--- src/hw/rtl/ttps_pkg.sv ---
`timescale 1ns / 1ps
package ttps_pkg;

   localparam int KEY_W                 = 64;
   localparam int MOVE_W                = 32;
   localparam int SCORE_W               = 16;
   localparam int PLY_W                 = 7;
   localparam int DEPTH_W               = 6;
   localparam int FLAGS_W               = 2;
   localparam int THR_W                 = 15;
   localparam int COUNT_W               = 32;

   localparam int TABLE_ENTRIES_DEFAULT = 1024;
   localparam logic [THR_W-1:0] MATE_THRESHOLD_RESET = 15'd29936;

   localparam int DIV_BITS              = 4;
   localparam int DIV_CYCLES            = KEY_W / DIV_BITS;
   localparam int QUEUE_DEPTH           = 2;

   typedef enum logic [1:0] {
      OP_PROBE = 2'd0,
      OP_STORE = 2'd1,
      OP_CLEAR = 2'd2,
      OP_NONE  = 2'd3
   } op_type;

   typedef enum logic [1:0] {
      F_IDLE,
      F_DIV,
      F_PUSH
   } front_state_type;

   typedef enum logic [1:0] {
      B_SWEEP,
      B_IDLE,
      B_LOOK
   } back_state_type;

   typedef struct packed {
      op_type               op;
      logic [KEY_W-1:0]     key;
      logic [PLY_W-1:0]     ply;
      logic [MOVE_W-1:0]    move;
      logic [SCORE_W-1:0]   score;
      logic [SCORE_W-1:0]   eval;
      logic [DEPTH_W-1:0]   depth;
      logic [FLAGS_W-1:0]   flags;
   } cmd_type;

   typedef struct packed {
      logic [KEY_W-1:0]     key;
      logic [MOVE_W-1:0]    move;
      logic [SCORE_W-1:0]   score;
      logic [SCORE_W-1:0]   eval;
      logic [DEPTH_W-1:0]   depth;
      logic [FLAGS_W-1:0]   flags;
   } entry_type;

   function automatic logic [SCORE_W-1:0] sat16(input logic signed [17:0] v);
      logic [SCORE_W-1:0] r;
      if (v > 18'sd32767) begin
         r = 16'h7FFF;
      end else if (v < -18'sd32768) begin
         r = 16'h8000;
      end else begin
         r = v[15:0];
      end
      return r;
   endfunction

   function automatic logic [SCORE_W-1:0] mate_adjust(
      input logic [SCORE_W-1:0] score,
      input logic [PLY_W-1:0]   ply,
      input logic [THR_W-1:0]   thr,
      input logic               outward
   );
      logic signed [17:0] s;
      logic signed [17:0] t;
      logic signed [17:0] p;
      logic signed [17:0] r;
      s = {{2{score[15]}}, score};
      t = {3'b000, thr};
      p = {11'd0, ply};
      if (s > t) begin
         r = outward ? s + p : s - p;
      end else if (s < -t) begin
         r = outward ? s - p : s + p;
      end else begin
         r = s;
      end
      return sat16(r);
   endfunction

endpackage

--- src/hw/rtl/ttps_queue.sv ---
`timescale 1ns / 1ps
module ttps_queue #(
   parameter int DATA_W = 8
) (
   input  logic              clock,
   input  logic              reset,
   input  logic              push,
   input  logic [DATA_W-1:0] push_data,
   output logic              full,
   input  logic              pop,
   output logic [DATA_W-1:0] pop_data,
   output logic              empty
);

   localparam int PTR_W = $clog2(ttps_pkg::QUEUE_DEPTH);
   localparam int CNT_W = $clog2(ttps_pkg::QUEUE_DEPTH + 1);

   logic [DATA_W-1:0] entries_ff [ttps_pkg::QUEUE_DEPTH];
   logic [PTR_W-1:0]  wr_ptr_ff, rd_ptr_ff;
   logic [CNT_W-1:0]  count_ff, count_in;

   assign full     = count_ff == CNT_W'(ttps_pkg::QUEUE_DEPTH);
   assign empty    = count_ff == '0;
   assign pop_data = entries_ff[rd_ptr_ff];

   always_comb begin
      count_in = count_ff;
      if (push && !pop) begin
         count_in = count_ff + CNT_W'(1);
      end else if (pop && !push) begin
         count_in = count_ff - CNT_W'(1);
      end
   end

   always_ff @(posedge clock) begin
      if (reset) begin
         wr_ptr_ff <= '0;
         rd_ptr_ff <= '0;
         count_ff  <= '0;
      end else begin
         count_ff <= count_in;
         if (push) begin
            wr_ptr_ff <= wr_ptr_ff + PTR_W'(1);
         end
         if (pop) begin
            rd_ptr_ff <= rd_ptr_ff + PTR_W'(1);
         end
      end
   end

   always_ff @(posedge clock) begin
      if (push) begin
         entries_ff[wr_ptr_ff] <= push_data;
      end
   end

endmodule

--- config.mk ---
export PLATFORM = sky130hd
export DESIGN_NAME = ttps_queue
export DESIGN_NICKNAME = d
export VERILOG_FILES = /design/src/hw/rtl/ttps_pkg.sv /design/src/hw/rtl/ttps_queue.sv
export SDC_FILE = /design/constraint.sdc
export NUM_CORES = 1
export LEC_CHECK = 0
export BUFFER_PORTS_ARGS = -buffer_cell sky130_fd_sc_hd__buf_2
export CAP_MARGIN = 40
export CORE_MARGIN = 2
export CORE_UTILIZATION = 48
export DETAILED_ROUTE_END_ITERATION = 6
export HOLD_SLACK_MARGIN = 0.03
export PLACE_DENSITY = 0.75
export SYNTH_ARGS = -nofsm -noshare
export SYNTH_HDL_FRONTEND = slang
export SYNTH_SLANG_ARGS = --single-unit
--- constraint.sdc ---
create_clock -name clock -period 1.5 [get_ports clock]
set_input_delay 0.15 -clock clock [delete_from_list [all_inputs] [get_ports clock]]
set_output_delay 0.15 -clock clock [all_outputs]
set_load 0.02 [all_outputs]
[Yosys cells after proc, flatten, opt, wreduce, memory -nomap -nowiden]
Memories as Yosys holds them, arrays and structs flattened. A register that Yosys moved wholly into a read port is not among the register bits.
Cells that the tools add are included.
Cells by class
  add/sub/neg operators: 4
  equal/unequal tests: 1
  reductions and logical operators: 6
  muxes and demuxes: 6
Operators with widths (count)
  $mux 1: 4
  $mux 2: 2
  $add 1x1->1 const B: 2
  $add 2x1->2 const B: 1
  $eq 2x2->1 const B: 1
  $logic_and 1x1->1: 2
  $logic_not 1->1: 2
  $logic_not 2->1: 1
  $reduce_bool 2->1: 1
  $sub 2x1->2 const B: 1
Word-level totals
  output and inout bits: 10
  memories: 1
  logic and storage cells: 21
  register bits after elaboration: 4
  RAM bits: 16
  input port bits: 12
Memory list
  entries_ff: depth 2, bits a word 8, read ports 1, clocked after memory_dff 1, wr ports 1, RTL line ttps_queue.sv:18  | logic [DATA_W-1:0] entries_ff [ttps_pkg::QUEUE_DEPTH];

[Longest topological paths before layout]
Gate-level depths: netlist of run 1.
  word-level depth: 4
  gate-level depth with buffers: 5
  mapped depth without buffers: 5

[Least setup slack after synthesis of run 1]
No wires, ideal clock.
  kind: flip-flop to flip-flop
  start point: register wr_ptr_ff
  end point: memory entries_ff[0][0] (enable)
  cell stages (with the launch flop): 2
  setup time: 373 ps
  required time: 1127 ps
  path slack: 412 ps
  arrival time: 715 ps
  period minus slack after synthesis: 1088 ps
  path through: dfxtp_1 > nor2b_1
RTL lines
  start: declaration: RTL line ttps_queue.sv:19  | logic [PTR_W-1:0] wr_ptr_ff, rd_ptr_ff;
  start signal: assignment: RTL line ttps_queue.sv:43  | wr_ptr_ff <= wr_ptr_ff + PTR_W'(1);
  end: declaration: RTL line ttps_queue.sv:18
Straight into the memory's write port.

==> impl_metrics.yaml, run 1 <==
run_status:
  outcome: "finished clean"
timing:
  final_clock_skew_ps: 1.46
  min_period_over_period: 0.940
  worst_slew_margin_rel: 0.746
  timing.final.ws_setup_ps: 89.4
  fmax_ghz: 0.709
  rsz0062_at_grt: "no"
  fin_worst_hold_slack_ps: 42.4
  timing.setup.tns_ps: 0
  maxSlewViolCount: 0
  setup_viol: 0
  worst_pin_slew_ps: 381
  finalCriticalPeriod_ps: 1410
  report.final.hold_viol_count: 0
clock_network:
  number_of_clock_sinks: 21
  max-clock-path-buffers: 2
  ctsRootBufferMaster: "sky130_fd_sc_hd__clkbuf_4"
  htree_num_levels: 1
  clkSlewWorstSetupHoldPaths_ps: 110
  cts_tree: "built"
  post-cts-setup-buffer-count: 0
  clock_latency_ps: 290
  numCtsBuffers: 3
floorplan:
  core.rowCount: 14
  floorplan.io_pins: 22
  die_area_um2: 1970
  core_area_um2: 1520
  vertical_extent_of_the_die_um: 44.4
  chipWidth_um: 44.4
  starting_density_of_the_core: 0.514
routing:
  detail_route.first_pass.iterations: 4
  num_vias: 462
  ant_nets: 0
  wl_mm: 1.12
  drt_iter0_drc: 12
  route.detailed.wl_per_inst_um: 12.0
  drc: 0
  vias_per_cell: 4.97
placed_design:
  numPlacedInstances: 84
  pre_cts_slack_ps: 289
  placed_area_um2: 911
  gp_congestion: 0.675
  detailed_placer_s_ending_hpwl_um: 784
  port-buffer-count: 21
layout:
  fin_cells: 93
  multiInputGateArea_um2: 194
  fillCellCount: 117
  area.growth.synth_to_final_pct: 26.4
  post_route_cells_drive_above_1_share: 0.468
  postLayoutCellArea_um2: 990
  n_antenna_cell: 0
  post-route-util: 0.649
  layout.nets: 91
  area.sequential_um2: 582
global_route:
  grt_use_total: 0.127
  globalRouteOverflowTotal: 0
  grt_antenna_before_repair: 0
  grt_max_degree: 13
  grt_pass1_vias: 423
  grt_first_pass_wirelength_mm: 1.73
logic_synthesis:
  synth.cell_area_um2: 783
  share_of_synthesized_area_occupied_by_flip_flops_and_latches: 0.741
  synth_area_in_compound_gates: 0.0128
  avgSynthCellArea_um2: 16.7
  mappedNetlistNets: 60
  synth.area.mux_share: 0.115
  area_share_of_the_largest_cell_type_after_synthesis: 0.613
  netlist-cell-type-count: 15
  synth_simple_gate_area_frac: 0.0591
  synth_warnings: 0
  synth.ff_latch_count: 21
  syn-instance-count: 47
  synth_fa_ha_area_frac: 0.0160
  synthTopCellsByArea: "sky130_fd_sc_hd__edfxtp_1, sky130_fd_sc_hd__dfxtp_1, sky130_fd_sc_hd__mux2_2"
  yosys.area_share.xor_xnor: 0.0447
  dominant_combinational_cell_family_by_area_after_synthesis: "multiplexers"
  synthDominantAreaCellType: "sky130_fd_sc_hd__edfxtp_1"
setup_path:
  critical_path.cell_chain: "mux2_2, buf_2"
  slowest_delay_ps: 450
  timing.critical_path.to_type: "output port"
  timing.critical_path.fanout_max: 8
  arr_time_crit_path_ps: 1260
  worst-setup-path-type: "flip-flop to output port"
  cp_data_required_time_ps: 1350
  critPathLaunchType: "flip-flop"
  cpMaxStageDelayCell: "sky130_fd_sc_hd__dfxtp_2"
pwr:
  power.leakage_nw: 0.401
  cellPowerDensity_nw_per_um2: 1160
  max-vdd-ir-drop_mv: 0.619
  p_total_mw: 1.15
hold_path:
  min_path_type: "input port to flip-flop"
flow_run:
  drv_cap: 0
==> routing by layer <==
layer | GRT usage | up-vias | part of all wire
li1 | - | 227 | -
met1 | 0.158 | 216 | 0.44
met2 | 0.197 | 15 | 0.48
met3 | 0.0367 | 4 | 0.055
met4 | 0.0727 | 0 | 0.022
met5 | 0 | - | 0
==> cells in the mapped netlist, drive strengths merged <==
master,number
a21oi,1
and2,1
and2b,1
buf,1
dfxtp,5
edfxtp,16
ha,1
inv,1
mux2,8
nor2,5
nor2b,1
o21ai,1
or3,1
xnor2,2
xor2,2
==> worst paths after layout <==
check | slack, ps | to | cells past startpoint | from
setup / recovery | 90 | pop_data[7] | 2 | flip-flop
hold / removal | 40 | entries_ff[1][6] | 1 | push_data[6]
setup reg to reg | 430 | entries_ff[1][6] | 1 | wr_ptr_ff
hold reg to reg | 530 | rd_ptr_ff | 2 | rd_ptr_ff
==> sequential cells by signal, summed over array words and instances (netlist names), named ones only <==
name	flops
entries_ff	16
count_ff	2
rd_ptr_ff	1
wr_ptr_ff	1
==> repair_timing <==
action / CTS / global route
endpoints found under the hold margin: 6 / 4
endpoints found under the setup margin: 8 / 0
hold buffers: 3 / 2
resized for setup: 1 / 0
==> critical path, delay by kind of cell, from the launching register on <==
family                 cells  cell delay [ps]
muxes                      1              360
DFF                        1              450
buffers and inverters      1              160
==> logic make-up after synthesis <==
| logic type | after synthesis |
|---|---|
| fa+ha+maj | 1 |
| xor+xnor | 4 |
| compound gates | 2 |
| simple gates | 9 |
| mux | 8 |
| buf+inv | 2 |
| flops | 21 |
==> layout by cell type, fill, tap and decap left out <==
master	count
sky130_fd_sc_hd__nor2_1	5
sky130_fd_sc_hd__clkinv_2	1
sky130_fd_sc_hd__and2b_2	1
sky130_fd_sc_hd__inv_1	1
sky130_fd_sc_hd__ha_1	1
sky130_fd_sc_hd__dfxtp_2	1
sky130_fd_sc_hd__edfxtp_1	16
sky130_fd_sc_hd__nor2b_1	1
sky130_fd_sc_hd__buf_4	1
sky130_fd_sc_hd__a21oi_1	1
sky130_fd_sc_hd__mux2_2	8
sky130_fd_sc_hd__dfxtp_1	4
sky130_fd_sc_hd__o21ai_0	1
sky130_fd_sc_hd__buf_2	21
sky130_fd_sc_hd__or3_1	1
sky130_fd_sc_hd__and2_1	1
sky130_fd_sc_hd__xnor2_1	2
sky130_fd_sc_hd__dlygate4sd3_1	5
sky130_fd_sc_hd__clkbuf_4	3
sky130_fd_sc_hd__xor2_1	2
==> power by group <==
part           switching, mW  internal, mW  leakage (nW)
sequential            0.0250         0.672         0.192
combinational          0.101        0.0914         0.192
clock                  0.158        0.0992        0.0177
total                  0.284         0.863         0.401
==> cell type report <==
class | instances | area share
Multi-Input combinational cell | 24 | 0.196
Inverter | 1 | 0.00379
Sequential cell | 21 | 0.588
Clock inverter | 1 | 0.00506
Clock buffer | 3 | 0.0228
Tap cell | 16 | 0.0202
Timing Repair Buffer | 27 | 0.164
No activity file was read; power rests on OpenSTA's default activity.
==> run 2: changes to the inputs <==
- SETUP_SLACK_MARGIN: default -> 0.15
==> run 2 against run 1 <==
  * Global-route usage up 1.7 points
  * Sequential share of layout area shrank 4.8 points
  * Routed wire length grew 14%
  * Clock power up 2%
  * Register-to-register slack about the same
  * Final cell count grew 1.1%
  * Hold slack gained 8.0 ps
  * Clock skew is 0.78 ps lower
  * Total power up 5.3%
  * Count of clock-buffer cells in the layout unchanged
==> impl_metrics.yaml, run 2 (same netlist as run 1, synthesis figures left out) <==
layout:
  area.growth.synth_to_final_pct: 38.2
  top_flop_regs: "entries_ff (16), count_ff (2)"
  layout_common_cells: "sky130_fd_sc_hd__edfxtp_1, sky130_fd_sc_hd__buf_2, sky130_fd_sc_hd__mux2_4, sky130_fd_sc_hd__buf_6, sky130_fd_sc_hd__dlygate4sd3_1"
  largest_register_ffs: 16
  post_route_cells_drive_above_1_share: 0.462
  final_common_cell: "sky130_fd_sc_hd__edfxtp_1"
  post-route-util: 0.710
  largest-register: "entries_ff"
  n_antenna_cell: 0
  layout.nets: 92
  postLayoutCellArea_um2: 1080
timing:
  rsz0062_at_grt: "yes"
  min_period_over_period: 0.906
  timing.setup.tns_ps: 0
  finalCriticalPeriod_ps: 1360
  final_clock_skew_ps: 0.680
  report.final.hold_viol_count: 0
  maxSlewViolCount: 0
  worst_slew_margin_rel: 0.750
  setup_viol: 0
  worst_pin_slew_ps: 375
  fmax_ghz: 0.736
floorplan:
  die_area_um2: 1970
  core_area_um2: 1520
  chipWidth_um: 44.4
  starting_density_of_the_core: 0.514
  vertical_extent_of_the_die_um: 44.4
  floorplan.io_pins: 22
  core.rowCount: 14
setup_path:
  cp_data_required_time_ps: 1350
  timing.critical_path.to_type: "output port"
  worst-setup-path-type: "flip-flop to output port"
  arr_time_crit_path_ps: 1210
  critPathLaunchType: "flip-flop"
  reg2reg_from: "wr_ptr_ff"
  timing.reg2reg.setup_slack_ps: 430
  timing.critical_path.fanout_max: 8
global_route:
  grt_first_pass_wirelength_mm: 1.93
  globalRouteOverflowTotal: 0
  grt_pass1_vias: 461
  grt_antenna_before_repair: 0
  grt_use_total: 0.144
  grt_max_degree: 13
clock_network:
  numCtsBuffers: 3
  ctsRootBufferMaster: "sky130_fd_sc_hd__clkbuf_4"
  max-clock-path-buffers: 2
  clock_latency_ps: 290
  number_of_clock_sinks: 21
  htree_num_levels: 1
  clkSlewWorstSetupHoldPaths_ps: 110
  cts_tree: "built"
routing:
  drt_iter0_drc: 7
  num_vias: 467
  drc: 0
  route.detailed.wl_per_inst_um: 13.6
  wl_mm: 1.27
  vias_per_cell: 4.97
  detail_route.first_pass.iterations: 3
  ant_nets: 0
hold_path:
  min_path_type: "input port to flip-flop"
  hp-start: "push_data[5]"
placed_design:
  gp_congestion: 0.675
  detailed_placer_s_ending_hpwl_um: 784
  placed_area_um2: 911
  port-buffer-count: 21
pwr:
  power.leakage_nw: 0.453
  p_total_mw: 1.21
  max-vdd-ir-drop_mv: 0.804
  cellPowerDensity_nw_per_um2: 1120
run_status:
  outcome: "finished clean"
flow_run:
  drv_cap: 0
run 2: cell count changes in the layout (fill, tap and decap cells not counted), sizes merged:
cell	delta
dlygate4sd3	+1
run 2: path summary, 6_finish.rpt:
path	to	cells after the start
max	pop_data[7]	2
min	entries_ff[1][5]	1
max reg2reg	entries_ff[1][0]	1
min reg2reg	rd_ptr_ff	2
run 2: metal layers:
layer	global-route usage	part of all wire
met3	0.0408	0.032
met4	0.0727	0.013
met2	0.241	0.53
met1	0.169	0.43
met5	0	0
run 2: timing repair:
| item | in CTS | in global routing |
|---|---|---|
| setup buffers | 0 | 0 |
| endpoints found under the hold margin | 6 | 6 |
| resized for setup | 26 | 0 |
| setup endpoints to repair | 8 | 8 |
| hold buffers | 3 | 3 |
run 2: power by group:
group	switching, mW	internal, mW
combinational	0.108	0.135
clock	0.163	0.0993
sequential	0.0300	0.672
run 2: area by class of cell:
cell class | count | area [µm²]
inverters | 1 | 3.75
flip-flops and latches | 21 | 584
fillers | 112 | 442
repair buffers | 28 | 223
clock buffers | 3 | 22.5
well taps | 16 | 20.0
clock inverters | 1 | 5.00
multi-input cells | 24 | 224
run 2: critical path, cell delays in order, from the launching register on:
cell and delay, ps:
sky130_fd_sc_hd__dfxtp_4 450, sky130_fd_sc_hd__mux2_4 320, sky130_fd_sc_hd__buf_6 130
run 2: metrics by stage:
| stage | instances | setup WS, ps | hold slack [ps] |
|---|---|---|---|
| after CTS | 91 | 132 | 30.5 |
| after detailed placement | 84 | 289 | 343 |
| after global routing | 94 | 99.0 | 32.3 |
| final | 94 | 142 | 50.3 |
| after global placement | 84 | 300 | 338 |
| after floorplan | 47 | 412 | 219 |
