File: src/hw/rtl/ttps_pkg.sv
`timescale 1ns / 1ps
package ttps_pkg;

   localparam int KEY_W                 = 64;
   localparam int MOVE_W                = 32;
   localparam int SCORE_W               = 16;
   localparam int PLY_W                 = 7;
   localparam int DEPTH_W               = 6;
   localparam int FLAGS_W               = 2;
   localparam int THR_W                 = 15;
   localparam int COUNT_W               = 32;

   localparam int TABLE_ENTRIES_DEFAULT = 1024;
   localparam logic [THR_W-1:0] MATE_THRESHOLD_RESET = 15'd29936;

   localparam int DIV_BITS              = 4;
   localparam int DIV_CYCLES            = KEY_W / DIV_BITS;
   localparam int QUEUE_DEPTH           = 2;

   typedef enum logic [1:0] {
      OP_PROBE = 2'd0,
      OP_STORE = 2'd1,
      OP_CLEAR = 2'd2,
      OP_NONE  = 2'd3
   } op_type;

   typedef enum logic [1:0] {
      F_IDLE,
      F_DIV,
      F_PUSH
   } front_state_type;

   typedef enum logic [1:0] {
      B_SWEEP,
      B_IDLE,
      B_LOOK
   } back_state_type;

   typedef struct packed {
      op_type               op;
      logic [KEY_W-1:0]     key;
      logic [PLY_W-1:0]     ply;
      logic [MOVE_W-1:0]    move;
      logic [SCORE_W-1:0]   score;
      logic [SCORE_W-1:0]   eval;
      logic [DEPTH_W-1:0]   depth;
      logic [FLAGS_W-1:0]   flags;
   } cmd_type;

   typedef struct packed {
      logic [KEY_W-1:0]     key;
      logic [MOVE_W-1:0]    move;
      logic [SCORE_W-1:0]   score;
      logic [SCORE_W-1:0]   eval;
      logic [DEPTH_W-1:0]   depth;
      logic [FLAGS_W-1:0]   flags;
   } entry_type;

   function automatic logic [SCORE_W-1:0] sat16(input logic signed [17:0] v);
      logic [SCORE_W-1:0] r;
      if (v > 18'sd32767) begin
         r = 16'h7FFF;
      end else if (v < -18'sd32768) begin
         r = 16'h8000;
      end else begin
         r = v[15:0];
      end
      return r;
   endfunction

   function automatic logic [SCORE_W-1:0] mate_adjust(
      input logic [SCORE_W-1:0] score,
      input logic [PLY_W-1:0]   ply,
      input logic [THR_W-1:0]   thr,
      input logic               outward
   );
      logic signed [17:0] s;
      logic signed [17:0] t;
      logic signed [17:0] p;
      logic signed [17:0] r;
      s = {{2{score[15]}}, score};
      t = {3'b000, thr};
      p = {11'd0, ply};
      if (s > t) begin
         r = outward ? s + p : s - p;
      end else if (s < -t) begin
         r = outward ? s - p : s + p;
      end else begin
         r = s;
      end
      return sat16(r);
   endfunction

endpackage

File: src/hw/rtl/ttps_front.sv
`timescale 1ns / 1ps
module ttps_front #(
   parameter int TABLE_ENTRIES = ttps_pkg::TABLE_ENTRIES_DEFAULT,
   parameter int IDX_W         = $clog2(TABLE_ENTRIES)
) (
   input  logic                                clock,
   input  logic                                reset,
   input  logic                                req_valid,
   output logic                                req_stall,
   input  logic [1:0]                          req_type,
   input  logic [ttps_pkg::KEY_W-1:0]          req_pos_key,
   input  logic [ttps_pkg::PLY_W-1:0]          req_ply,
   input  logic [ttps_pkg::MOVE_W-1:0]         req_move,
   input  logic signed [ttps_pkg::SCORE_W-1:0] req_score,
   input  logic signed [ttps_pkg::SCORE_W-1:0] req_eval,
   input  logic [ttps_pkg::DEPTH_W-1:0]        req_depth,
   input  logic [ttps_pkg::FLAGS_W-1:0]        req_flags,
   input  logic [ttps_pkg::THR_W-1:0]          mate_threshold,
   input  logic                                table_busy,
   input  logic                                q_full,
   output logic                                q_push,
   output logic [IDX_W-1:0]                    q_slot,
   output ttps_pkg::cmd_type                   q_cmd
);

   localparam bit IS_POW2 = (TABLE_ENTRIES & (TABLE_ENTRIES - 1)) == 0;
   localparam logic [IDX_W:0] MODULUS = (IDX_W + 1)'(TABLE_ENTRIES);
   localparam int CNT_W = $clog2(ttps_pkg::DIV_CYCLES);
   localparam logic [CNT_W-1:0] CNT_LAST = CNT_W'(ttps_pkg::DIV_CYCLES - 1);

   ttps_pkg::front_state_type state_ff, state_in;
   ttps_pkg::cmd_type         cmd_ff, req_cmd;
   logic [IDX_W:0]            rem_ff, rem_in;
   logic [ttps_pkg::KEY_W-1:0] shift_ff, shift_in;
   logic [CNT_W-1:0]          cnt_ff;
   logic                      accept;
   logic                      needs_slot;

   assign accept     = req_valid && !req_stall;
   assign needs_slot = (req_cmd.op == ttps_pkg::OP_PROBE) || (req_cmd.op == ttps_pkg::OP_STORE);

   always_comb begin
      req_cmd.op    = ttps_pkg::op_type'(req_type);
      req_cmd.key   = req_pos_key;
      req_cmd.ply   = req_ply;
      req_cmd.move  = req_move;
      req_cmd.score = (req_cmd.op == ttps_pkg::OP_STORE) ?
                      ttps_pkg::mate_adjust(req_score, req_ply, mate_threshold, 1'b1) :
                      req_score;
      req_cmd.eval  = req_eval;
      req_cmd.depth = req_depth;
      req_cmd.flags = req_flags;
   end

   always_comb begin
      logic [IDX_W:0]             r;
      logic [ttps_pkg::KEY_W-1:0] sh;
      r  = rem_ff;
      sh = shift_ff;
      for (int i = 0; i < ttps_pkg::DIV_BITS; i++) begin
         r  = {r[IDX_W-1:0], sh[ttps_pkg::KEY_W-1]};
         sh = {sh[ttps_pkg::KEY_W-2:0], 1'b0};
         if (r >= MODULUS) begin
            r = r - MODULUS;
         end
      end
      rem_in   = r;
      shift_in = sh;
   end

   always_comb begin
      state_in = state_ff;
      unique case (state_ff)
         ttps_pkg::F_IDLE: begin
            if (accept) begin
               state_in = (needs_slot && !IS_POW2) ? ttps_pkg::F_DIV : ttps_pkg::F_PUSH;
            end
         end
         ttps_pkg::F_DIV: begin
            if (cnt_ff == CNT_LAST) begin
               state_in = ttps_pkg::F_PUSH;
            end
         end
         ttps_pkg::F_PUSH: begin
            if (!q_full) begin
               state_in = ttps_pkg::F_IDLE;
            end
         end
      endcase
   end

   always_comb begin
      req_stall = (state_ff != ttps_pkg::F_IDLE) || table_busy;
      q_push    = (state_ff == ttps_pkg::F_PUSH) && !q_full;
      q_slot    = rem_ff[IDX_W-1:0];
      q_cmd     = cmd_ff;
   end

   always_ff @(posedge clock) begin
      if (reset) begin
         state_ff <= ttps_pkg::F_IDLE;
      end else begin
         state_ff <= state_in;
      end
   end

   always_ff @(posedge clock) begin
      if (state_ff == ttps_pkg::F_IDLE && accept) begin
         cmd_ff   <= req_cmd;
         shift_ff <= req_pos_key;
         cnt_ff   <= '0;
         rem_ff   <= IS_POW2 ? {1'b0, req_pos_key[IDX_W-1:0]} : '0;
      end else if (state_ff == ttps_pkg::F_DIV) begin
         rem_ff   <= rem_in;
         shift_ff <= shift_in;
         cnt_ff   <= cnt_ff + CNT_W'(1);
      end
   end

endmodule

File: config.mk
export PLATFORM = sky130hd
export DESIGN_NAME = ttps_front
export DESIGN_NICKNAME = d
export VERILOG_FILES = /design/src/hw/rtl/ttps_pkg.sv /design/src/hw/rtl/ttps_front.sv
export SDC_FILE = /design/constraint.sdc
export NUM_CORES = 1
export LEC_CHECK = 0
export BUFFER_PORTS_ARGS = -buffer_cell sky130_fd_sc_hd__clkbuf_2
export CORE_MARGIN = 4
export CORE_UTILIZATION = 44
export CTS_BUF_LIST = sky130_fd_sc_hd__clkbuf_4
export DETAILED_ROUTE_END_ITERATION = 8
export PLACE_DENSITY = 0.71
export SLEW_MARGIN = 10
export SYNTH_ARGS = -nofsm -noshare
export SYNTH_HDL_FRONTEND = slang
export SYNTH_SLANG_ARGS = --single-unit
File: constraint.sdc
create_clock -name clock -period 18.1 [get_ports clock]
set_clock_uncertainty 0.05 [all_clocks]
set_input_delay 2.715 -clock clock [delete_from_list [all_inputs] [get_ports clock]]
set_output_delay 2.715 -clock clock [all_outputs]
set_load 0.01 [all_outputs]
[After elaboration in Yosys (flattened, before gate mapping)]
Cells that the tools add are included.
W data, S select, Z words.
Cells by class
  reduce and logical (&&, ||, !) cells: 10
  add/subtract/negate cells: 8
  magnitude comparators: 8
  mux-type cells: 17
  equality and inequality tests: 7
Operators by type and width (count)
  $mux W64: 2
  $mux W10: 6
  $mux W16: 3
  $ge A11 B11 Y1 const B: 4
  $sub A10 B1 Y10 const B: 4
  $mux W18: 2
  $gt A18 B16 Y1 const B: 1
  $lt A16 B18 Y1: 1
  $lt A18 B16 Y1 const B: 1
  $neg A15 Y18: 1
  $add A16 B8 Y17: 1
  $sub A16 B8 Y17: 1
  $gt A16 B16 Y1: 1
  $mux W2: 3
  $ne A2 B2 Y1 const B: 3
  $pmux W2 S3: 1
  $add A4 B1 Y4 const B: 1
  $eq A2 B1 Y1 const B: 2
  $eq A4 B4 Y1 const B: 1
  $reduce_bool A2 Y1: 2
  $logic_and A1 B1 Y1: 3
  $reduce_and A3 Y1: 1
  $eq A2 B2 Y1 const B: 1
  $logic_not A1 Y1: 2
  2 further kinds: 2
Storage, ports and cells
  register bits: 225
  input bits: 165

[Longest topological paths before layout]
Gate-level depths: netlist of run 1.
  depth after elaboration: 10
  depth in mapped cells: 20

[Worst setup path after synthesis of run 1]
No wires, ideal clock.
  kind: input-to-reg
  start point: in table_busy
  end point: reg cmd_ff (netlist bit q_cmd[0]) (enable)
  arrival: 9.340 ns
  slack: 8.041 ns
  stages: 4
  buffers on the path: 1
  cell sequence: nor2_1 > nand2_1 > clkinv_1 > clkbuf_1
On the way
  cells in the longest elaborated chain, start to end: 4
Ends and longest elaborated chain
  start: declaration: line ttps_front.sv:19  | input logic table_busy,
  $logic_or A1 B1 Y1: line ttps_front.sv:93  | req_stall = (state_ff != ttps_pkg::F_IDLE) || table_busy;
  $logic_not A1 Y1: line ttps_front.sv:39  | assign accept = req_valid && !req_stall;
  $logic_and A1 B1 Y1: line ttps_front.sv:39
  $logic_and A1 B1 Y1: line ttps_front.sv:108  | if (state_ff == ttps_pkg::F_IDLE && accept) begin
  end signal: assignment: line ttps_front.sv:109  | cmd_ff <= req_cmd;
  end: declaration: line ttps_front.sv:32  | ttps_pkg::cmd_type cmd_ff, req_cmd;
Every way passes these cells.
A chain may end at the register's enable or synchronous reset.

==> results by group, run 1 <==
Status
  • Status: completed

Yosys
  • Post-synth top area share: 0.6731
  • Post-synth EDFFs: 219
  • Synth Register Bits: 220
  • Synth Instances: 770
  • Cell area after synthesis: 0.009771 mm2
  • Yosys top cell by area: edfxtp_1
  • Predominant post-synthesis flop cell: edfxtp_1
  • Top post-synthesis cells by area: edfxtp_1 (67%), nand2_1 (8.3%), ha_1 (6.0%), a21oi_1 (1.5%), inv_1 (1.4%)
  • Syn Nets: 984
  • Mapped Avg Cell Area: 12.69 um2
  • Register area share after synthesis: 0.6751
  • Yosys cell types: 63
  • FFs w/ async S/R, synth: 0
  • Ys Warns: 0

Pwr
  • P_sw: 271.2 uW
  • Sequential Power Share: 0.537
  • Clock network power share: 0.345
  • Leakage: 5.473 nW
  • Worst VDD drop: 0.00003863 V
  • Gate power share: 0.118
  • Switching Fraction: 0.2436
  • Internal Power: 842.1 uW
  • Total power: 1.113 mW
  • Pwr/cell area: 90.70 mW/mm2

Global route
  • Gr usage total: 0.1920
  • Vias in the first global route: 7,145
  • First-pass GRT wire length: 37,000 um
  • Initial antenna violation count: 2
  • Gr ovfl total: 0
  • Largest net degree at the start of global routing: 180

STA
  • Fmax: 142.4 MHz
  • Hold Fails Final Rpt: 0
  • Max-slew headroom: 0.2203
  • Max-slew violations: 0
  • Actual slew at the worst max-slew pin: 1.170 ns
  • Crit path time final: 7.021 ns
  • Fin crit share: 0.3879
  • Final setup TNS: 0 ns
  • Fin Hold WS: 0.4378 ns
  • Final setup violation count: 0
  • RSZ-0062 raised after global routing: no

Worst hold path
  • Tightest Hold Check Type: flip-flop to flip-flop
  • Hold Path Origin: state_ff[1]

Floorplanning
  • # rows: 54
  • CORE AREA: 0.02182 mm2
  • Die Height: 157.0 um
  • Boundary Pins: 322
  • Die X-Extent: 157.0 um
  • Initial Util: 0.4477
  • Die area: 0.02465 mm2

Layout
  • Area Growth Syn to Fin: 25.62%
  • Layout cells sized above 1: 0.3621
  • Commonest non-fill, non-tap cell in the layout: clkbuf_2
  • Final net count: 1,341
  • Commonest non-fill, non-tap cells in the layout: clkbuf_2 (321), edfxtp_1 (219), nand2_1 (214)

Setup path
  • Critical path type: input port to flip-flop
  • Worst Setup SP: mate_threshold[4]
  • Startpoint types: input port
  • Kind of end point of the critical path: flip-flop
  • Critical Path RT: 18.53 ns
  • CP arrival: 7.45 ns
  • Worst r2r src: state_ff[1]
  • Critical Path Fanout Max: 6

CTS
  • Post-CTS Hold Buffers: 0
  • Post-CTS setup buffer count: 0
  • Clock Tree Buf Depth: 3
  • Clock Sinks: 220
  • Post-cts sizing count: 0
  • Clock root buffer: clkbuf_4
  • Clk slew on worst S/H paths: 0.06 ns
  • CTS tree: done
  • CTS Buf Count: 56
  • H-tree depth: 2
  • Clk_lat worst skew: 0.63 ns

Drt
  • ANT nets after route: 0
  • WL/cell: 17.32 um
  • Final WL: 24,920 um
  • Routed vias/inst: 5.100
  • Pre-Repair DR Iteration Count: 5
  • # DRC: 0
  • DRT iter0 DRCs: 473
  • DR vias: 7,339

Placed design
  • Placer Congestion: 0.9097
  • Hpwl dp: 18,740 um
  • I/O Buffers: 321

Flow run
  • Max Cap Viol: 0
[metal layers]
layer  part of all wire  vias to the layer above  GRT usage
li1                   -                     3535          -
met1               0.37                     3466     0.2241
met2               0.52                      293     0.3479
met3              0.085                       45    0.04839
met4              0.022                        0    0.06063
met5                  0                        -          0
[cell families after synthesis]
logic type	Yosys count	share of synthesized area
AOI/OAI and AO/OA	113	0.08016
xor gates and xnor gates	14	0.01255
adders and majority gates	49	0.06428
buffers and inverters	61	0.02702
DFF	220	0.6751
muxes	2	0.002049
and+or+nand+nor	311	0.1388
[critical path: stages]
cell and delay, ns:
clkbuf_2 0.10, nor3_1 0.30, nand3_1 0.18, or3_1 0.36, or3_1 0.36, nor3_1 0.27, nand2_1 0.11, nor2_1 0.13
xnor2_1 0.08, ha_1 0.27, nand4_1 0.14, nor3_1 0.31, o211ai_1 0.14, a31oi_1 0.63, a21o_1 0.26, nor3_1 0.11
a221oi_1 0.61, o21ai_1 0.18, a2bb2oi_2 0.17
[layout make-up]
cell class	instances	area, um2
multi-input cells	489	2913
diodes	2	5.005
flip-flops and latches	220	6596
repair buffers	323	1622
fillers	1876	9549
clock inverters	8	41.29
inverters	37	146.4
clock buffers	80	600.6
well taps	280	350.3
[stage by stage]
stage | instances | utilization | instance area, um2 | setup WS [ns]
floorplan | 770 | - | 9771 | 8.041
finish | 1439 | 0.5624 | 12270 | 11.08
detailed placement | 1349 | 0.5328 | 11630 | 10.50
global placement | 1349 | 0.5328 | 11630 | 10.62
global route | 1438 | 0.5623 | 12270 | 10.79
CTS | 1437 | 0.5622 | 12270 | 11.19
[sequential cells by signal, indices dropped and copies added (netlist names)]
register,cells
state_ff,1
shift_ff,64
q_cmd,145
rem_ff,10
[power groups by stage]
stage          clock network [mW]  registers, mW  logic (mW)
2_1_floorplan                   0          0.621      0.0650
4_1_cts                     0.398          0.598       0.133
5_1_grt                     0.428          0.599       0.147
6_report                    0.384          0.598       0.132
3_3_place_gp                    0          0.608       0.130
3_5_place_dp                    0          0.609       0.132
[cell usage after synthesis, types with 6 or more instances]
cell	count
nor2b_1	7
o21ai_0	15
a31oi_1	7
nand2_1	215
nand2b_1	10
xnor2_1	13
nand3_1	9
or3_1	7
o21ai_1	8
a21o_1	13
clkbuf_1	14
nor2_1	21
and3_1	8
a21oi_1	29
inv_1	36
edfxtp_1	219
buf_4	7
ha_1	47
nand4_1	6
nor3_1	13
[final timing paths]
kind	cells past startpoint	end	slack (ns)
setup / recovery	19	q_cmd[34]	11.08
hold / removal	2	state_ff[1]	0.44
hold reg to reg	2	state_ff[1]	0.44
setup reg to reg	6	shift_ff[39]	14.83
Power figures use the tool's default switching activity.
==> run 2, diff against run 1 <==
Settings changed: PLACE_DENSITY 0.71 to 0.74.
Clock period 18.1 ns to 6.4 ns, I/O delays scaled along.
==> run 2 against run 1 <==
Net effect:
- sequential share of layout area fell by 0.20 points
- critical endpoint unchanged
- utilization rose by 0.21 points
- worst hold slack better by 0.014 ns
- critical path type unchanged
- highest routed layer is now met5
- largest cell class unchanged
- combinational power rose to 2.8 times the previous value
==> results by group, run 2 (synthesized netlist as in run 1, its figures left out) <==
Status
  • Status: completed

Drt
  • # DRC: 0
  • ANT nets after route: 0
  • Routed vias/inst: 5.058
  • DR vias: 7,304
  • DRT iter0 DRCs: 355
  • Final WL: 24,850 um
  • WL/cell: 17.21 um
  • Pre-Repair DR Iteration Count: 5

Global route
  • Initial antenna violation count: 3
  • Vias in the first global route: 7,093
  • Largest net degree at the start of global routing: 175
  • Gr ovfl total: 0
  • Gr usage total: 0.1919
  • First-pass GRT wire length: 37,180 um

STA
  • Max-slew headroom: 0.2829
  • Final setup TNS: 0 ns
  • Crit path time final: 5.076 ns
  • Hold Fails Final Rpt: 0
  • Fmax: 197.0 MHz
  • Fin Hold WS: 0.4519 ns
  • Final setup violation count: 0
  • Actual slew at the worst max-slew pin: 1.076 ns
  • Max-slew violations: 0
  • RSZ-0062 raised after global routing: no
  • Fin crit share: 0.7931

CTS
  • Post-cts sizing count: 0
  • Clock root buffer: clkbuf_4
  • Clock Sinks: 220
  • Post-CTS Hold Buffers: 0
  • Clock Tree Buf Depth: 3
  • Post-CTS setup buffer count: 0
  • CTS Buf Count: 54
  • Clk slew on worst S/H paths: 0.07 ns
  • Clk_lat worst skew: 0.61 ns
  • CTS tree: done
  • H-tree depth: 2

Layout
  • Largest register FFs: 145
  • Commonest non-fill, non-tap cells in the layout: clkbuf_2 (321), edfxtp_1 (219), nand2_1 (214)
  • Layout cells sized above 1: 0.3586
  • Fill cells: 1,846
  • Final net count: 1,340
  • Area Growth Syn to Fin: 26.10%
  • Commonest non-fill, non-tap cell in the layout: clkbuf_2

Pwr
  • Leakage: 5.485 nW
  • Worst VDD drop: 0.0001136 V
  • Pwr/cell area: 259.3 mW/mm2

Floorplanning
  • Die X-Extent: 157.0 um
  • Die area: 0.02465 mm2
  • CORE AREA: 0.02182 mm2
  • Boundary Pins: 322
  • # rows: 54
  • Die Height: 157.0 um
  • Initial Util: 0.4477

Setup path
  • CP top delay family: simple AND/OR/NAND/NOR gates
  • Worst r2r src: state_ff[1]
  • Critical Path Fanout Max: 8
  • Startpoint types: input port
  • Critical path type: input port to flip-flop
  • Most Frequent Cell on Critical Path: nor3_1
  • Crit path largest cell delay: 0.66 ns
  • Kind of end point of the critical path: flip-flop
  • Worst Setup SP: mate_threshold[4]
  • Critical path's slowest cell: a221oi_1
  • CP arrival: 5.50 ns
  • Critical Path RT: 6.83 ns
  • Crit-path cells: clkbuf_2 -> nor3_1 -> nand3_1 -> or3_1 -> or3_1 -> nor3_1 -> nand2_1 -> nor2_1 -> xnor2_1 -> ha_1 -> nand4_1 -> nor3_1 -> o211a_1 -> a31oi_1 -> buf_4 -> a211oi_4 -> nand3_2 -> a221oi_1 -> o21ai_1 -> a2bb2oi_2
  • CP Buf/Inv Count: 2

Placed design
  • Hpwl dp: 18,480 um
  • Placer Congestion: 0.9070
  • I/O Buffers: 321

Worst hold path
  • Hold Path Origin: state_ff[1]
  • Tightest Hold Check Type: flip-flop to flip-flop

Flow run
  • Max Cap Viol: 0
run 2: metal layers:
layer  part of all wire  GRT usage  routed length, um
met3              0.088    0.04509               2185
met4              0.016    0.04875                388
met1               0.38     0.2312               9478
met2               0.51     0.3479              12770
met5             0.0011          0                 27
run 2: final timing paths:
| check | end | slack, ns | cells after the start |
|---|---|---|---|
| setup / recovery | q_cmd[34] | 1.32 | 20 |
| hold / removal | state_ff[1] | 0.45 | 2 |
| setup reg to reg | q_cmd[69] | 3.83 | 4 |
| hold reg to reg | state_ff[1] | 0.45 | 2 |
run 2: layout make-up:
| class | count | area, um2 | area share |
|---|---|---|---|
| multi-input combinational | 489 | 2913 | 0.2364 |
| sequential | 220 | 6596 | 0.5354 |
| tap | 280 | 350.3 | 0.02843 |
| clock inverter | 16 | 92.59 | 0.007515 |
| timing repair buffer | 324 | 1642 | 0.1332 |
| inverter | 37 | 146.4 | 0.01188 |
| clock buffer | 77 | 578.1 | 0.04692 |
| antenna | 1 | 2.502 | 0.0002031 |
run 2: tightest hold or removal path, delay by kind of cell (launching register included):
kind            cells  cell delay [ns]
simple gates        1             0.07
flops               1             0.32
compound gates      1             0.07
run 2: report_power, final:
part	switching [mW]	leakage (nW)	internal (mW)
sequential	0.0188	2.06	1.67
combinational	0.230	3.03	0.144
clock	0.541	0.395	0.591
run 2: per-stage QoR:
stage | worst slack, ns | utilization | power, mW | instance area, um2 | instances
floorplan | 1.344 | - | 1.931 | 9772 | 770
global placement | 0.8485 | 0.5337 | 2.087 | 11650 | 1350
detailed placement | 0.7172 | 0.5337 | 2.096 | 11650 | 1350
CTS | 1.416 | 0.5644 | 3.237 | 12320 | 1443
global route | 0.9914 | 0.5646 | 3.362 | 12320 | 1444
finish | 1.324 | 0.5646 | 3.195 | 12320 | 1444
==> run 3, diff against run 2 <==
Settings changed: PLACE_DENSITY 0.74 to 0.71.
Clock period 6.4 ns to 5.3 ns, I/O delays scaled along.
==> run 3 against run 2 <==
Net effect:
- sequential share of layout area fell by 0.36 points
- clock power grew 25%
- design area up 0.68%
- clock-buffer cell count increased by 9
- sequential cell count unchanged
- global-route usage up 0.47 points
- critical path type unchanged
==> results by group, run 3 (synthesized netlist as in run 1, its figures left out) <==
Status
  • Status: completed

Pwr
  • P_sw: 971.8 uW
  • Leakage: 5.546 nW
  • Sequential Power Share: 0.523
  • Switching Fraction: 0.2489
  • Gate power share: 0.116
  • Internal Power: 2.932 mW
  • Total power: 3.904 mW
  • Pwr/cell area: 314.7 mW/mm2
  • Worst VDD drop: 0.0001198 V
  • Clock network power share: 0.361

Placed design
  • Place WS: -0.06409 ns
  • I/O Buffers: 321
  • Hpwl dp: 19,050 um
  • Placer Congestion: 0.9176

Setup path
  • Crit path largest cell delay: 0.52 ns
  • Critical path type: input port to flip-flop
  • CP Buf/Inv Count: 3
  • CP arrival: 5.16 ns
  • Critical path's slowest cell: a221o_1
  • Critical Path Fanout Max: 11
  • Critical Path RT: 5.72 ns
  • CP top delay family: simple AND/OR/NAND/NOR gates
  • Crit-path cells: clkbuf_2 -> inv_1 -> ha_1 -> nand3_1 -> or3_1 -> or3_1 -> nor3_1 -> nand2_1 -> nor2_1 -> xnor2_1 -> ha_1 -> nand4_1 -> nor3_1 -> o211a_1 -> a31oi_1 -> buf_4 -> a211oi_4 -> nand3_2 -> a221o_1 -> a31oi_2 -> a2bb2oi_2
  • Startpoint types: input port
  • Kind of end point of the critical path: flip-flop

STA
  • Final setup violation count: 0
  • Fin crit share: 0.8930
  • Actual slew at the worst max-slew pin: 0.8693 ns
  • Fmax: 211.3 MHz
  • Crit path time final: 4.733 ns
  • Max-slew violations: 0
  • Final Worst Setup Slack: 0.5671 ns
  • Hold Fails Final Rpt: 0
  • RSZ-0062 raised after global routing: no
  • Max-slew headroom: 0.4204
  • Final setup TNS: 0 ns
  • Fin Hold WS: 0.2614 ns

Drt
  • # DRC: 0
  • Routed vias/inst: 5.124
  • WL/cell: 17.38 um
  • Pre-Repair DR Iteration Count: 5
  • ANT nets after route: 0
  • Final WL: 25,400 um
  • DR vias: 7,486
  • DRT iter0 DRCs: 405

CTS
  • CTS Buf Count: 58
  • Post-CTS setup buffer count: 0
  • Clk_lat worst skew: 0.64 ns
  • Clk slew on worst S/H paths: 0.06 ns
  • Clock Tree Buf Depth: 3
  • Clock root buffer: clkbuf_4
  • CTS tree: done
  • Post-cts sizing count: 0
  • Post-CTS Hold Buffers: 0
  • H-tree depth: 2
  • Clock Sinks: 220

Floorplanning
  • Die X-Extent: 157.0 um
  • # rows: 54
  • Die area: 0.02465 mm2
  • Die Height: 157.0 um
  • Initial Util: 0.4477
  • Boundary Pins: 322
  • CORE AREA: 0.02182 mm2

Global route
  • First-pass GRT wire length: 38,000 um
  • Gr usage total: 0.1965
  • Gr ovfl total: 0
  • Initial antenna violation count: 2
  • Largest net degree at the start of global routing: 135
  • Vias in the first global route: 7,285

Layout
  • Area Growth Syn to Fin: 26.96%
  • Fill cells: 1,865
  • Commonest non-fill, non-tap cells in the layout: clkbuf_2 (321), edfxtp_1 (219), nand2_1 (214)
  • Final Core Density: 0.5684
  • Final net count: 1,350
  • Layout cells sized above 1: 0.3667
  • Commonest non-fill, non-tap cell in the layout: clkbuf_2
  • Largest register FFs: 145

Flow run
  • Max Cap Viol: 0

Worst hold path
  • Tightest Hold Check Type: input port to flip-flop
[run 3: routing by layer]
metal | vias to the layer above | GRT usage | part of all wire
li1 | 3569 | - | -
met1 | 3563 | 0.2314 | 0.38
met2 | 307 | 0.3485 | 0.51
met3 | 47 | 0.05059 | 0.084
met4 | 0 | 0.07128 | 0.022
met5 | - | 0 | 0
[run 3: path summary, 6_finish.rpt]
check | startpoint | endpoint | slack [ns] | depth (start not counted)
worst max-delay path | mate_threshold[0] | q_cmd[34] | 0.57 | 21
worst min-delay path | reset | state_ff[1] | 0.26 | 2
worst max register to register | state_ff[1] | q_cmd[18] | 2.79 | 4
worst min register to register | state_ff[1] | state_ff[1] | 0.44 | 2
[run 3: per-stage QoR]
step	area, um2	std cells
floorplan	9772	770
global placement	11680	1356
detailed placement	11680	1356
CTS	12400	1458
global route	12400	1459
finish	12400	1461
[run 3: worst reg2reg max path, delay by kind of cell, from the launching register on]
family / cells / cell delay, ns
buf+inv: 2 / 1.23
flops: 1 / 0.33
simple gates: 2 / 0.52
[run 3: final cells by class]
type | instances | area, um2 | share of cell area
Antenna cell | 3 | 7.507 | 0.0006052
Clock buffer | 86 | 645.6 | 0.05205
Clock inverter | 16 | 71.32 | 0.005749
Inverter | 37 | 146.4 | 0.01180
Multi-Input combinational cell | 489 | 2913 | 0.2348
Sequential cell | 220 | 6596 | 0.5318
Tap cell | 280 | 350.3 | 0.02824
Timing Repair Buffer | 330 | 1674 | 0.1350
[run 3: power by group through the flow]
stage	sequential (mW)	clock (mW)	combinational, mW
after floorplan	2.11	0	0.221
after global placement	2.08	0	0.448
after detailed placement	2.08	0	0.456
after CTS	2.04	1.46	0.460
after global routing	2.05	1.57	0.506
final	2.04	1.41	0.455
